**src/rtl/bdth_pkg.sv**
```systemverilog
`timescale 1ns / 1ps
// ----------------------------------------------------------------------------
// bdth_pkg
// Shared types, codes and helpers for the button debounce tap/hold block.
// ----------------------------------------------------------------------------
package bdth_pkg;

  localparam int TIME_BITS = 32;

  localparam logic [15:0] DEBOUNCE_RESET = 16'd35;
  localparam logic [15:0] HOLD_RESET     = 16'd1000;

  localparam int CFG_INDEX_BITS = 4;

  typedef logic [TIME_BITS-1:0] time_t;

  typedef enum logic [CFG_INDEX_BITS-1:0] {
    REG_DEBOUNCE = 4'd0,
    REG_HOLD     = 4'd1
  } reg_index_t;

  typedef enum logic [1:0] {
    EV_NONE = 2'd0,
    EV_TAP  = 2'd1,
    EV_HOLD = 2'd2
  } event_t;

  typedef struct packed {
    logic [15:0] debounce_time;
    logic [15:0] hold_time;
  } cfg_t;

  // low TIME_BITS bits of the timestamp, zero extended when wider
  function automatic time_t to_time(input logic [31:0] ms);
    logic [63:0] wide;
    wide = {32'd0, ms};
    return wide[TIME_BITS-1:0];
  endfunction

  // zero extended millisecond setting in the time width
  function automatic time_t ms_to_time(input logic [15:0] ms);
    logic [63:0] wide;
    wide = {48'd0, ms};
    return wide[TIME_BITS-1:0];
  endfunction

endpackage

```
**src/rtl/bdth_core.sv**
```systemverilog
`timescale 1ns / 1ps
// ----------------------------------------------------------------------------
// bdth_core
// Debounce and tap/hold state; updates once per accepted sample and gives the
// event code of that sample combinationally.
// ----------------------------------------------------------------------------
module bdth_core (
  input  logic            clk,
  input  logic            rst,
  input  logic            step,
  input  logic            level_down,
  input  logic [31:0]     now_ms,
  input  bdth_pkg::cfg_t  cfg,
  output bdth_pkg::event_t ev
);
  import bdth_pkg::*;

  logic  raw_level;
  time_t change_time;
  logic  armed_flag;
  logic  stable_level;
  time_t press_time;
  logic  hold_reported;

  logic  raw_level_next;
  time_t change_time_next;
  logic  armed_flag_next;
  logic  stable_level_next;
  time_t press_time_next;
  logic  hold_reported_next;

  time_t now;
  time_t since_change;
  time_t since_press;
  logic  settled;
  logic  tap_done;

  always_comb begin
    now                = to_time(now_ms);
    raw_level_next     = level_down;
    change_time_next   = (level_down != raw_level) ? now : change_time;
    armed_flag_next    = armed_flag;
    stable_level_next  = stable_level;
    press_time_next    = press_time;
    hold_reported_next = hold_reported;
    tap_done           = 1'b0;
    ev                 = EV_NONE;
    since_change       = now - change_time_next;
    settled            = since_change >= ms_to_time(cfg.debounce_time);
    if (settled) begin
      if (!armed_flag) begin
        if (!level_down) begin
          armed_flag_next = 1'b1;
        end
      end else begin
        if (stable_level != level_down) begin
          stable_level_next = level_down;
          if (level_down) begin
            press_time_next    = now;
            hold_reported_next = 1'b0;
          end else if (!hold_reported) begin
            ev       = EV_TAP;
            tap_done = 1'b1;
          end
        end
      end
    end
    since_press = now - press_time_next;
    if (settled && armed_flag && !tap_done && stable_level_next && !hold_reported_next &&
        since_press >= ms_to_time(cfg.hold_time)) begin
      hold_reported_next = 1'b1;
      ev                 = EV_HOLD;
    end
  end

  always_ff @(posedge clk) begin
    if (rst) begin
      raw_level     <= 1'b0;
      change_time   <= '0;
      armed_flag    <= 1'b0;
      stable_level  <= 1'b0;
      press_time    <= '0;
      hold_reported <= 1'b0;
    end else if (step) begin
      raw_level     <= raw_level_next;
      change_time   <= change_time_next;
      armed_flag    <= armed_flag_next;
      stable_level  <= stable_level_next;
      press_time    <= press_time_next;
      hold_reported <= hold_reported_next;
    end
  end

endmodule

```
**src/rtl/button_debounce_tap_hold.sv**
```systemverilog
`timescale 1ns / 1ps
// ----------------------------------------------------------------------------
// button_debounce_tap_hold
// Button debouncer with tap and long-press (hold) events.
//
// Input channel: in_valid/in_ready with level_down (raw level, 1 pressed)
// and now_ms (millisecond timestamp, wraps). Output channel:
// out_valid/out_ready with event_res (0 none, 1 tap, 2 hold), exactly one
// result beat per input beat, in order.
// Configuration: cfg_we/cfg_index/cfg_data; index 0 debounce_time,
// index 1 hold_time, other indexes ignored. Write only while idle.
// Each event is registered into the result register, or the skid stage on a
// stall. Throughput: one beat per cycle while in_ready is high; the state
// update is one pass of subtract/compare logic ahead of the result register.
// A stalled receiver is absorbed by a one-entry skid stage behind the result
// register, so in_ready stays high with one result waiting and drops only
// when both are full.
// Reset: clears the debounce state, loads debounce 35 ms and hold 1000 ms,
// empties the output stages. The block starts unarmed until a settled
// release is seen.
// ----------------------------------------------------------------------------
module button_debounce_tap_hold (
  input  logic        clk,
  input  logic        rst,
  input  logic        in_valid,
  output logic        in_ready,
  input  logic        level_down,
  input  logic [31:0] now_ms,
  output logic        out_valid,
  input  logic        out_ready,
  output logic [1:0]  event_res,
  input  logic        cfg_we,
  input  logic [bdth_pkg::CFG_INDEX_BITS-1:0] cfg_index,
  input  logic [15:0] cfg_data
);
  import bdth_pkg::*;

  cfg_t   cfg;
  event_t ev;
  logic   accept;

  logic   main_valid;
  event_t main_ev;
  logic   skid_valid;
  event_t skid_ev;

  assign in_ready  = !skid_valid;
  assign accept    = in_valid && in_ready;
  assign out_valid = main_valid;
  assign event_res = main_ev;

  always_ff @(posedge clk) begin
    if (rst) begin
      cfg.debounce_time <= DEBOUNCE_RESET;
      cfg.hold_time     <= HOLD_RESET;
    end else if (cfg_we) begin
      case (cfg_index)
        REG_DEBOUNCE: cfg.debounce_time <= cfg_data;
        REG_HOLD:     cfg.hold_time     <= cfg_data;
        default: ;
      endcase
    end
  end

  bdth_core u_core (
    .clk        (clk),
    .rst        (rst),
    .step       (accept),
    .level_down (level_down),
    .now_ms     (now_ms),
    .cfg        (cfg),
    .ev         (ev)
  );

  always_ff @(posedge clk) begin
    if (rst) begin
      main_valid <= 1'b0;
      skid_valid <= 1'b0;
      main_ev    <= EV_NONE;
      skid_ev    <= EV_NONE;
    end else if (out_ready || !main_valid) begin
      if (skid_valid) begin
        main_valid <= 1'b1;
        main_ev    <= skid_ev;
        skid_valid <= 1'b0;
      end else begin
        main_valid <= accept;
        main_ev    <= ev;
      end
    end else if (accept) begin
      skid_valid <= 1'b1;
      skid_ev    <= ev;
    end
  end

  // skid only fills behind a waiting result
  a_skid_behind_main: assert property (@(posedge clk) disable iff (rst)
    skid_valid |-> main_valid)
    else $error("skid stage full with empty result register");

  a_no_code_three: assert property (@(posedge clk) disable iff (rst)
    main_valid |-> (event_res != 2'd3))
    else $error("invalid event code");

  a_result_follows: assert property (@(posedge clk) disable iff (rst)
    (accept && (out_ready || !main_valid)) |=> main_valid)
    else $error("accepted beat produced no result");

  a_stall_keeps_beats: assert property (@(posedge clk) disable iff (rst)
    (main_valid && !out_ready && accept) |=> (skid_valid && main_valid))
    else $error("beat lost under output stall");

endmodule

```
**config.mk**
```make
export PLATFORM = sky130hd
export DESIGN_NAME = button_debounce_tap_hold
export DESIGN_NICKNAME = d
export VERILOG_FILES = /design/src/rtl/bdth_pkg.sv /design/src/rtl/bdth_core.sv /design/src/rtl/button_debounce_tap_hold.sv
export SDC_FILE = /design/constraint.sdc
export NUM_CORES = 1
export LEC_CHECK = 0
export BUFFER_PORTS_ARGS = -buffer_cell sky130_fd_sc_hd__clkbuf_2
export CELL_PAD_IN_SITES_DETAIL_PLACEMENT = 1
export CELL_PAD_IN_SITES_GLOBAL_PLACEMENT = 1
export CORE_AREA = 2 2 205 207
export DETAILED_ROUTE_END_ITERATION = 12
export DIE_AREA = 0 0 207 209
export PLACE_DENSITY_LB_ADDON = 0.1
export SLEW_MARGIN = 20
export SYNTH_ARGS = -nofsm -noshare
export SYNTH_HDL_FRONTEND = slang
export SYNTH_SLANG_ARGS = --single-unit
export TNS_END_PERCENT = 50
```
**constraint.sdc**
```tcl
create_clock -name clk -period 20.6 [get_ports clk]
set_input_delay 3.09 -clock clk [delete_from_list [all_inputs] [get_ports clk]]
set_output_delay 3.09 -clock clk [all_outputs]
set_load 0.005 [all_outputs]
```
==> impl_metrics.tcl, run 1 <==
set metrics [dict create \
    clockRootBuffer "clkbuf_16" \
    synthesis.nets 1548 \
    ys_types 87 \
    synthMuxAreaShare 0.0566 \
    finalHoldViolCount 0 \
    max_cap_viol_count 0 \
    wl_per_cell_um 20.8 \
    clockBufferDepth 2 \
    layout-drive-gt1-share 0.0878 \
    drv_slew 0 \
    finalClockSkew_ps 26.1 \
    post_cts_resize_count 0 \
    worst_setup_path_end_kind "flop" \
    grt_setup_unrepaired "false" \
    ff2ff_setup_slack_ps 8520 \
    hpwl_mm 32.9 \
    final_common_cell "nand2_1" \
    initial_core_util 0.245 \
    p_per_area_nw_per_um2 66.9 \
    synthXorXnorAreaFrac 0.0398 \
    finalPower_uw 750 \
    maxSlewHeadroom 0.399 \
    die-area_sq_um 43300 \
    synth-compound-area-share 0.272 \
    antenna_found_initial 1 \
    ys_ff_latch 106 \
    holdBufCountCts 0 \
    reg2reg_from "u_core.raw_level" \
    drc 0 \
    numCtsBuffers 9 \
    status "completed" \
    layout_common_cells "229 x nand2_1, 145 x a21oi_1, 118 x nor2_1, 106 x dfxtp_1, 81 x ha_1" \
    setup_viol 0 \
    post-route-min-period_ps 14490 \
    r2r_cells 50 \
    synth_area_sq_um 10100 \
    crit_slowest_cell "or4_1" \
    wl_met1_mm 20.7 \
    path_clk_slew_ps 90 \
    path_max_fanout 47 \
    max-vdd-ir-drop_mv 0.0379 \
    synthAdderAreaFrac 0.104 \
    drt_wl_total_mm 40.5 \
    worstHoldStart "u_core.change_time[15]" \
    period_share 0.704 \
    yosys_warnings 0 \
    startpoint "level_down" \
    required_ps 20840 \
    viasPerCell 5.23 \
    first_iter_violations 577 \
    area_growth_pct 10.8 \
    portBuffers 61 \
    r2r-end "event_res[1]" \
    first_global_vias 10400 \
    ctsHtreeMaxLevel 3 \
    hold_end "u_core.change_time[15]" \
    cp_slowest_stage_delay_ps 730 \
    row_count 75 \
    clkLatencyLatePin_ps 400 \
    power_leakage_nw 4.42 \
    postSynth.asyncResetShare 0 \
    synth_edf_count 0 \
    vias 10200 \
    worst_pin_slew_ps 901 \
    syn_inst 1408 \
    worstHoldPathType "flop to flop" \
    fp.dieW_um 207 \
    ios 62 \
    yosysSeqAreaShare 0.210 \
    grt-ovfl-total 0 \
    ant_nets 0 \
    worstSetupStartpointType "primary input" \
    fp.dieH_um 209 \
    gp_congestion 0.915 \
    post_cts_buffers 0 \
    grt_use_total 0.186 \
    cts_tree "yes" \
    fin_tns_setup_ps 0 \
    fmax_ghz 0.0690 \
    grt_max_degree 77 \
    cts_num_sinks 106 \
    nNetsFinal 1547 \
    ys.flop_type "dfxtp_1" \
    synthSimpleGateAreaFrac 0.264 \
    coreArea_sq_um 41300 \
    syn_area_per_cell_sq_um 7.18 \
    drt_pass1_iterations 4 \
    wl_met2_mm 18.3 \
    grt_pass1_wl_mm 62.6 \
    wl_met3_um 752 \
    crit_top_cell "a21oi_1" \
    top_layer_used "met4" \
    worstPathArrival_ps 14740 \
    critPathKind "primary input to flop" \
    synth_top_family_by_area "compound AO/OA/AOI/OAI gates" \
    min_delay_path_depth 2 \
]
==> Yosys cell counts (8+ instances only) <==
library cell / instances / area share
a2111oi_0: 8 / 0.0069
ha_1: 81 / 0.10
nor2b_1: 30 / 0.019
nand4_1: 21 / 0.013
nor4_1: 9 / 0.0056
nor2_1: 119 / 0.044
xor2_1: 24 / 0.021
xnor2_1: 22 / 0.019
a31oi_1: 14 / 0.0087
o21ai_0: 64 / 0.032
a21o_1: 25 / 0.019
o21a_1: 15 / 0.011
nor3_1: 28 / 0.014
nand2b_1: 25 / 0.015
a21oi_1: 145 / 0.072
mux2i_1: 52 / 0.051
clkbuf_1: 67 / 0.025
nand2_1: 230 / 0.085
inv_1: 54 / 0.020
buf_2: 8 / 0.0040
nand3b_1: 11 / 0.0082
o2111ai_1: 9 / 0.0078
nand3_1: 34 / 0.017
dfxtp_1: 106 / 0.21
and3_1: 17 / 0.011
a211oi_1: 39 / 0.029
o211ai_1: 9 / 0.0067
==> layout make-up <==
type | count | area (sq um)
Inverter | 54 | 203
Timing Repair Buffer | 71 | 383
Antenna cell | 1 | 2.50
Tap cell | 539 | 674
Sequential cell | 106 | 2120
Clock buffer | 9 | 225
Clock inverter | 7 | 86.3
Multi-Input combinational cell | 1165 | 7500
Fill cell | 5076 | 30100
==> sequential cells by signal (all words and copies together) (netlist names) <==
name and cells:
cfg 32, u_core.change_time 32, u_core.press_time 32, event_res 2
skid_ev 2, out_valid 1, skid_valid 1, u_core.armed_flag 1
u_core.hold_reported 1, u_core.raw_level 1, u_core.stable_level 1
==> worst max-delay path: cells and delay by family <==
family	cells	cell delay (ps)
compound gates	23	4750
fa+ha+maj	4	1500
xor+xnor	3	450
simple gates	16	3120
buf+inv	3	1330
mux	2	480
==> report_power, final <==
| group | switching (mW) | total, mW | leakage (nW) | internal [mW] |
|---|---|---|---|---|
| registers | 0.00664 | 0.221 | 0.866 | 0.214 |
| clock network | 0.100 | 0.197 | 0.147 | 0.0967 |
| logic | 0.214 | 0.332 | 3.41 | 0.118 |
==> worst max-delay path by stage <==
stage	endpoint	slack (ps)
detailed placement	event_res[1]	5640
global placement	u_core.hold_reported	5970
floorplan	u_core.hold_reported	7130
global route	u_core.hold_reported	4700
CTS	event_res[1]	6080
finish	event_res[1]	6110
==> kinds of logic (layout without fill, tap and decap cells) <==
logic type | Yosys count | count (layout)
compound gates | 414 | 414
xor+xnor | 46 | 46
fa+ha+maj | 84 | 84
buf+inv | 137 | 141
flops | 106 | 106
mux | 56 | 56
other cells | 0 | 1
simple gates | 565 | 565
==> per-stage QoR <==
step | util | hold WS, ps | cells | worst slack, ps | instance area, sq um
3_5_place_dp | 0.264 | 450 | 1935 | 5640 | 10900
6_report | 0.271 | 458 | 1952 | 6110 | 11200
4_1_cts | 0.271 | 460 | 1951 | 6080 | 11200
3_3_place_gp | 0.264 | 444 | 1935 | 5970 | 10900
2_1_floorplan | - | 436 | 1408 | 7130 | 10100
5_1_grt | 0.271 | 488 | 1952 | 4700 | 11200
==> per-layer routing <==
layer | up-vias | track usage
li1 | 5089 | -
met2 | 102 | 0.300
met3 | 32 | 0.0192
met4 | 0 | 0.0542
met5 | - | 0
met1 | 4987 | 0.263
No activity file was read; power rests on OpenSTA's default activity.
==> run 2, diff against run 1 <==
==> constraint.sdc (replaced) <==
create_clock -name clk -period 14.5 [get_ports clk]
set_input_delay 2.175 -clock clk [delete_from_list [all_inputs] [get_ports clk]]
set_output_delay 2.175 -clock clk [all_outputs]
set_load 0.005 [all_outputs]
==> impl_metrics.tcl, run 2 (synthesized netlist as in run 1, its figures left out) <==
set metrics [dict create \
    status "completed" \
    fmax_ghz 0.0743 \
    ff2ff_setup_slack_ps 2530 \
    startpoint "level_down" \
    maxSlewHeadroom 0.319 \
    p_per_area_nw_per_um2 95.8 \
    clockRootBuffer "clkbuf_16" \
    numCtsBuffers 9 \
    grt-ovfl-total 0 \
    r2r-end "event_res[1]" \
    drv_slew 0 \
    ant_nets 0 \
    crit_slowest_cell "or4_1" \
    reg_top3 "cfg: 32 flops, u_core.change_time: 32 flops, u_core.press_time: 32 flops" \
    reg2reg_from "u_core.raw_level" \
    final_util 0.272 \
    viasPerCell 5.24 \
    post_cts_buffers 0 \
    finalPower_mw 1.08 \
    required_ps 14740 \
    holdBufCountCts 0 \
    antenna_found_initial 1 \
    critPathKind "primary input to flop" \
    portBuffers 61 \
    layout-drive-gt1-share 0.0878 \
    cts_num_sinks 106 \
    cp_slowest_stage_delay_ps 740 \
    hold_ws_ps 458 \
    drt_wl_total_mm 40.5 \
    worst_pin_slew_ps 1020 \
    final_common_cell "nand2_1" \
    setup_viol 0 \
    first_iter_violations 480 \
    worstSetupEndpoint "event_res[1]" \
    die-area_sq_um 43300 \
    row_count 75 \
    grt_setup_unrepaired "false" \
    fin_tns_setup_ps 0 \
    wl_per_cell_um 20.8 \
    period_share 0.928 \
    path_clk_slew_ps 80 \
    drt_pass1_iterations 6 \
    cts_tree "yes" \
    post_cts_resize_count 0 \
    clkLatencyLatePin_ps 400 \
    final_cell_area_sq_um 11200 \
    path_max_fanout 29 \
    grt_max_degree 86 \
    area_growth_pct 11.0 \
    worstHoldPathType "flop to flop" \
    drc 0 \
    diodes 0 \
    fp.dieW_um 207 \
    nNetsFinal 1547 \
    finalHoldViolCount 0 \
    r2r_cells 51 \
    finalClockSkew_ps 15.1 \
    clockBufferDepth 2 \
    vias 10200 \
    max_cap_viol_count 0 \
    worst_setup_path_end_kind "flop" \
    layout_common_cells "229 x nand2_1, 145 x a21oi_1, 118 x nor2_1, 106 x dfxtp_1, 81 x ha_1" \
    ctsHtreeMaxLevel 3 \
    power_leakage_nw 4.44 \
    worstSetupStartpointType "primary input" \
    hpwl_mm 32.6 \
    max-vdd-ir-drop_mv 0.0614 \
    coreArea_sq_um 41300 \
    worstPathArrival_ps 13700 \
    post-route-min-period_ps 13460 \
    initial_core_util 0.245 \
    crit_top_cell "a21oi_1" \
    grt_use_total 0.186 \
    gp_congestion 0.829 \
    first_global_vias 10600 \
    ios 62 \
    grt_pass1_wl_mm 62.8 \
    place_area_sq_um 10900 \
    fp.dieH_um 209 \
]
## run 2: routing by layer
metal	share of wire	track usage	vias to the layer above	wire length, um
met5	0	0	-	0
met4	0.016	0.0483	0	665
li1	-	-	5087	-
met1	0.50	0.262	5011	20200
met3	0.029	0.0194	34	1160
met2	0.46	0.302	93	18500
## run 2: power by group
part	total [mW]	switching [mW]	internal, mW
clock	0.292	0.137	0.155
sequential	0.314	0.00936	0.304
combinational	0.470	0.302	0.168
## run 2: worst min-delay path by stage
stage                             end  slack (ps)  depth (start not counted)                   start
2_1_floorplan  u_core.change_time[15]         440                          2  u_core.change_time[15]
3_3_place_gp   u_core.change_time[17]         440                          2  u_core.change_time[17]
3_5_place_dp   u_core.change_time[24]         450                          2  u_core.change_time[24]
4_1_cts        u_core.change_time[24]         460                          2  u_core.change_time[24]
5_1_grt        u_core.change_time[20]         480                          2  u_core.change_time[20]
6_report       u_core.change_time[15]         460                          2  u_core.change_time[15]
## run 2: cell type report
cell class	instances	area [sq um]
sequential	106	2120
multi-input combinational	1165	7500
timing repair buffer	71	383
inverter	54	203
clock inverter	7	113
tap	539	674
clock buffer	9	225
fill	5095	30100
## run 2: stage by stage
step | setup WS (ps) | instances
4_1_cts | 994 | 1951
6_report | 1040 | 1951
2_1_floorplan | 1950 | 1408
5_1_grt | 18.7 | 1951
3_3_place_gp | 986 | 1935
3_5_place_dp | 625 | 1935
## run 2: worst max-delay path: cells and delay by family
kind,cells,cell delay (ps)
adder cells (fa/ha/maj),5,1510
AND/OR/NAND/NOR,16,3060
buffers and inverters,3,850
AO/OA/AOI/OAI,25,5150
XOR/XNOR,3,640
multiplexers,1,280
==> run 3, diff against run 2 <==
--- a/config.mk
+++ b/config.mk
@@ -5,13 +5,15 @@
 export SDC_FILE = /design/constraint.sdc
 export NUM_CORES = 1
 export LEC_CHECK = 0
+export ABC_AREA = 1
 export BUFFER_PORTS_ARGS = -buffer_cell sky130_fd_sc_hd__clkbuf_2
 export CELL_PAD_IN_SITES_DETAIL_PLACEMENT = 1
 export CELL_PAD_IN_SITES_GLOBAL_PLACEMENT = 1
-export CORE_AREA = 2 2 205 207
+export CORE_AREA = 2 2 202 204
 export DETAILED_ROUTE_END_ITERATION = 12
-export DIE_AREA = 0 0 207 209
+export DIE_AREA = 0 0 204 206
 export PLACE_DENSITY_LB_ADDON = 0.1
+export SKIP_CTS_REPAIR_TIMING = 1
 export SLEW_MARGIN = 20
 export SYNTH_ARGS = -nofsm -noshare
 export SYNTH_HDL_FRONTEND = slang
==> impl_metrics.tcl, run 3 <==
set metrics [dict create \
    die-area_sq_um 42000 \
    required_ps 14790 \
    grt_pass1_wl_mm 59.3 \
    drt_wl_total_mm 37.5 \
    crit_top_cell "nand2_1" \
    clockRootBuffer "clkbuf_16" \
    synth_top_area_share 0.216 \
    viasPerCell 4.71 \
    crit_slowest_cell "inv_2" \
    synth_edf_count 0 \
    cts_tree "yes" \
    worstHoldStart "event_res[1]" \
    synth.top_cells.by_area "dfxtp_1 22%, nand2_1 14%, ha_1 10%" \
    p_per_area_nw_per_um2 98.5 \
    max_cap_viol_count 0 \
    drt_pass1_iterations 4 \
    worstPathArrival_ps 10730 \
    path_max_fanout 53 \
    initial_core_util 0.245 \
    wl_per_cell_um 17.5 \
    final_common_cell "nand2_1" \
    place_area_sq_um 10600 \
    path_clk_slew_ps 80 \
    reg_top3 "cfg: 32 flops, u_core.change_time: 32 flops, u_core.press_time: 32 flops" \
    status "completed" \
    r2r_cells 49 \
    synth_area_sq_um 9840 \
    ys_ff_latch 106 \
    ys_types 47 \
    syn_inst 1573 \
    critPathKind "primary input to flop" \
    coreArea_sq_um 40200 \
    grt-ovfl-total 0 \
    max-vdd-ir-drop_mv 0.0458 \
    finalHoldViolCount 0 \
    diodes 0 \
    hold_end "event_res[1]" \
    fp.dieH_um 206 \
    row_count 74 \
    first_global_vias 10600 \
    worstSetupStartpointType "primary input" \
    power_leakage_nw 5.43 \
    fin_tns_setup_ps 0 \
    portBuffers 61 \
    post-route-min-period_ps 10440 \
    layout_common_cells "364 x nand2_1, 246 x inv_1, 156 x a21oi_1, 148 x o21ai_0, 111 x nor2_1" \
    synth_largest_area_cell "dfxtp_1" \
    gp_congestion 0.889 \
    layout-drive-gt1-share 0.0918 \
    nNetsFinal 1747 \
    worstHoldPathType "flop to flop" \
    final_cell_area_sq_um 10900 \
    worst_setup_path_end_kind "flop" \
    period_share 0.720 \
    fmax_ghz 0.0958 \
    yosysSeqAreaShare 0.216 \
    ios 62 \
    postSynth.asyncResetShare 0 \
    grt_use_total 0.184 \
    finalClockSkew_ps 15.4 \
    ff2ff_setup_slack_ps 5690 \
    vias 10100 \
    grt_setup_unrepaired "false" \
    synthesis.nets 1713 \
    fp.dieW_um 204 \
    ctsHtreeMaxLevel 3 \
    ys.flop_type "dfxtp_1" \
    min_delay_path_depth 2 \
    clkLatencyLatePin_ps 390 \
    cts_num_sinks 106 \
    yosysMostFrequentCell "nand2_1" \
    yosys_warnings 0 \
    cp_slowest_stage_delay_ps 550 \
    numCtsBuffers 9 \
    area_growth_pct 11.2 \
    grt_max_degree 74 \
    final_util 0.272 \
    antenna_found_initial 0 \
    ant_nets 0 \
    worst_pin_slew_ps 978 \
    drv_slew 0 \
    syn_area_per_cell_sq_um 6.25 \
    setup_viol 0 \
    drc 0 \
    r2r-end "event_res[1]" \
    first_iter_violations 399 \
    reg2reg_from "u_core.raw_level" \
    maxSlewHeadroom 0.346 \
    hpwl_mm 31.2 \
    synth_common_cells "364 x nand2_1, 246 x inv_1, 156 x a21oi_1" \
    clockBufferDepth 2 \
]
## run 3: worst max-delay path: cells and delay by family
kind            cells  cell delay (ps)
mux                 1              310
fa+ha+maj           4             1100
buf+inv             5             1080
compound gates     11             2140
simple gates       27             3480
xor+xnor            2              400
## run 3: kinds of logic after synthesis
logic type                 after synthesis  share of synthesized area
AOI/OAI and AO/OA                      361                      0.198
xor gates and xnor gates                30                     0.0267
adders and majority gates               82                      0.105
buffers and inverters                  296                      0.118
DFF                                    106                      0.216
muxes                                   30                     0.0305
and+or+nand+nor                        668                      0.306
## run 3: layout make-up
type | instances | area [sq um]
fillers | 5198 | 29200
well taps | 532 | 666
clock inverters | 6 | 71.3
clock buffers | 10 | 239
flip-flops and latches | 106 | 2120
inverters | 255 | 960
repair buffers | 64 | 328
multi-input cells | 1171 | 6550
## run 3: per-layer routing
metal	wire, um	global-route usage	vias up	part of all wire
li1	-	-	5220	-
met1	19000	0.254	4782	0.51
met2	17000	0.306	74	0.45
met3	975	0.0197	25	0.026
met4	567	0.0474	0	0.015
met5	0	0	-	0
## run 3: through the flow
stage | instances | hold WS [ps] | total power [mW] | worst slack [ps]
6_report | 2144 | 464 | 1.08 | 4060
5_1_grt | 2144 | 493 | 1.17 | 3050
4_1_cts | 2144 | 469 | 1.10 | 3820
3_5_place_dp | 2128 | 456 | 0.809 | 3430
3_3_place_gp | 2128 | 448 | 0.805 | 3350
2_1_floorplan | 1573 | 435 | 0.664 | 5390
## run 3: how the worst max path moves through the flow
stage / startpoint / endpoint / slack [ps]
2_1_floorplan: level_down / event_res[1] / 5390
3_3_place_gp: level_down / event_res[1] / 3350
3_5_place_dp: level_down / event_res[1] / 3430
4_1_cts: level_down / event_res[1] / 3820
5_1_grt: level_down / event_res[1] / 3050
6_report: level_down / event_res[1] / 4060
## run 3: where the power goes
part | switching [mW] | internal, mW
clock | 0.140 | 0.141
sequential | 0.00960 | 0.308
combinational | 0.316 | 0.162
total | 0.465 | 0.612
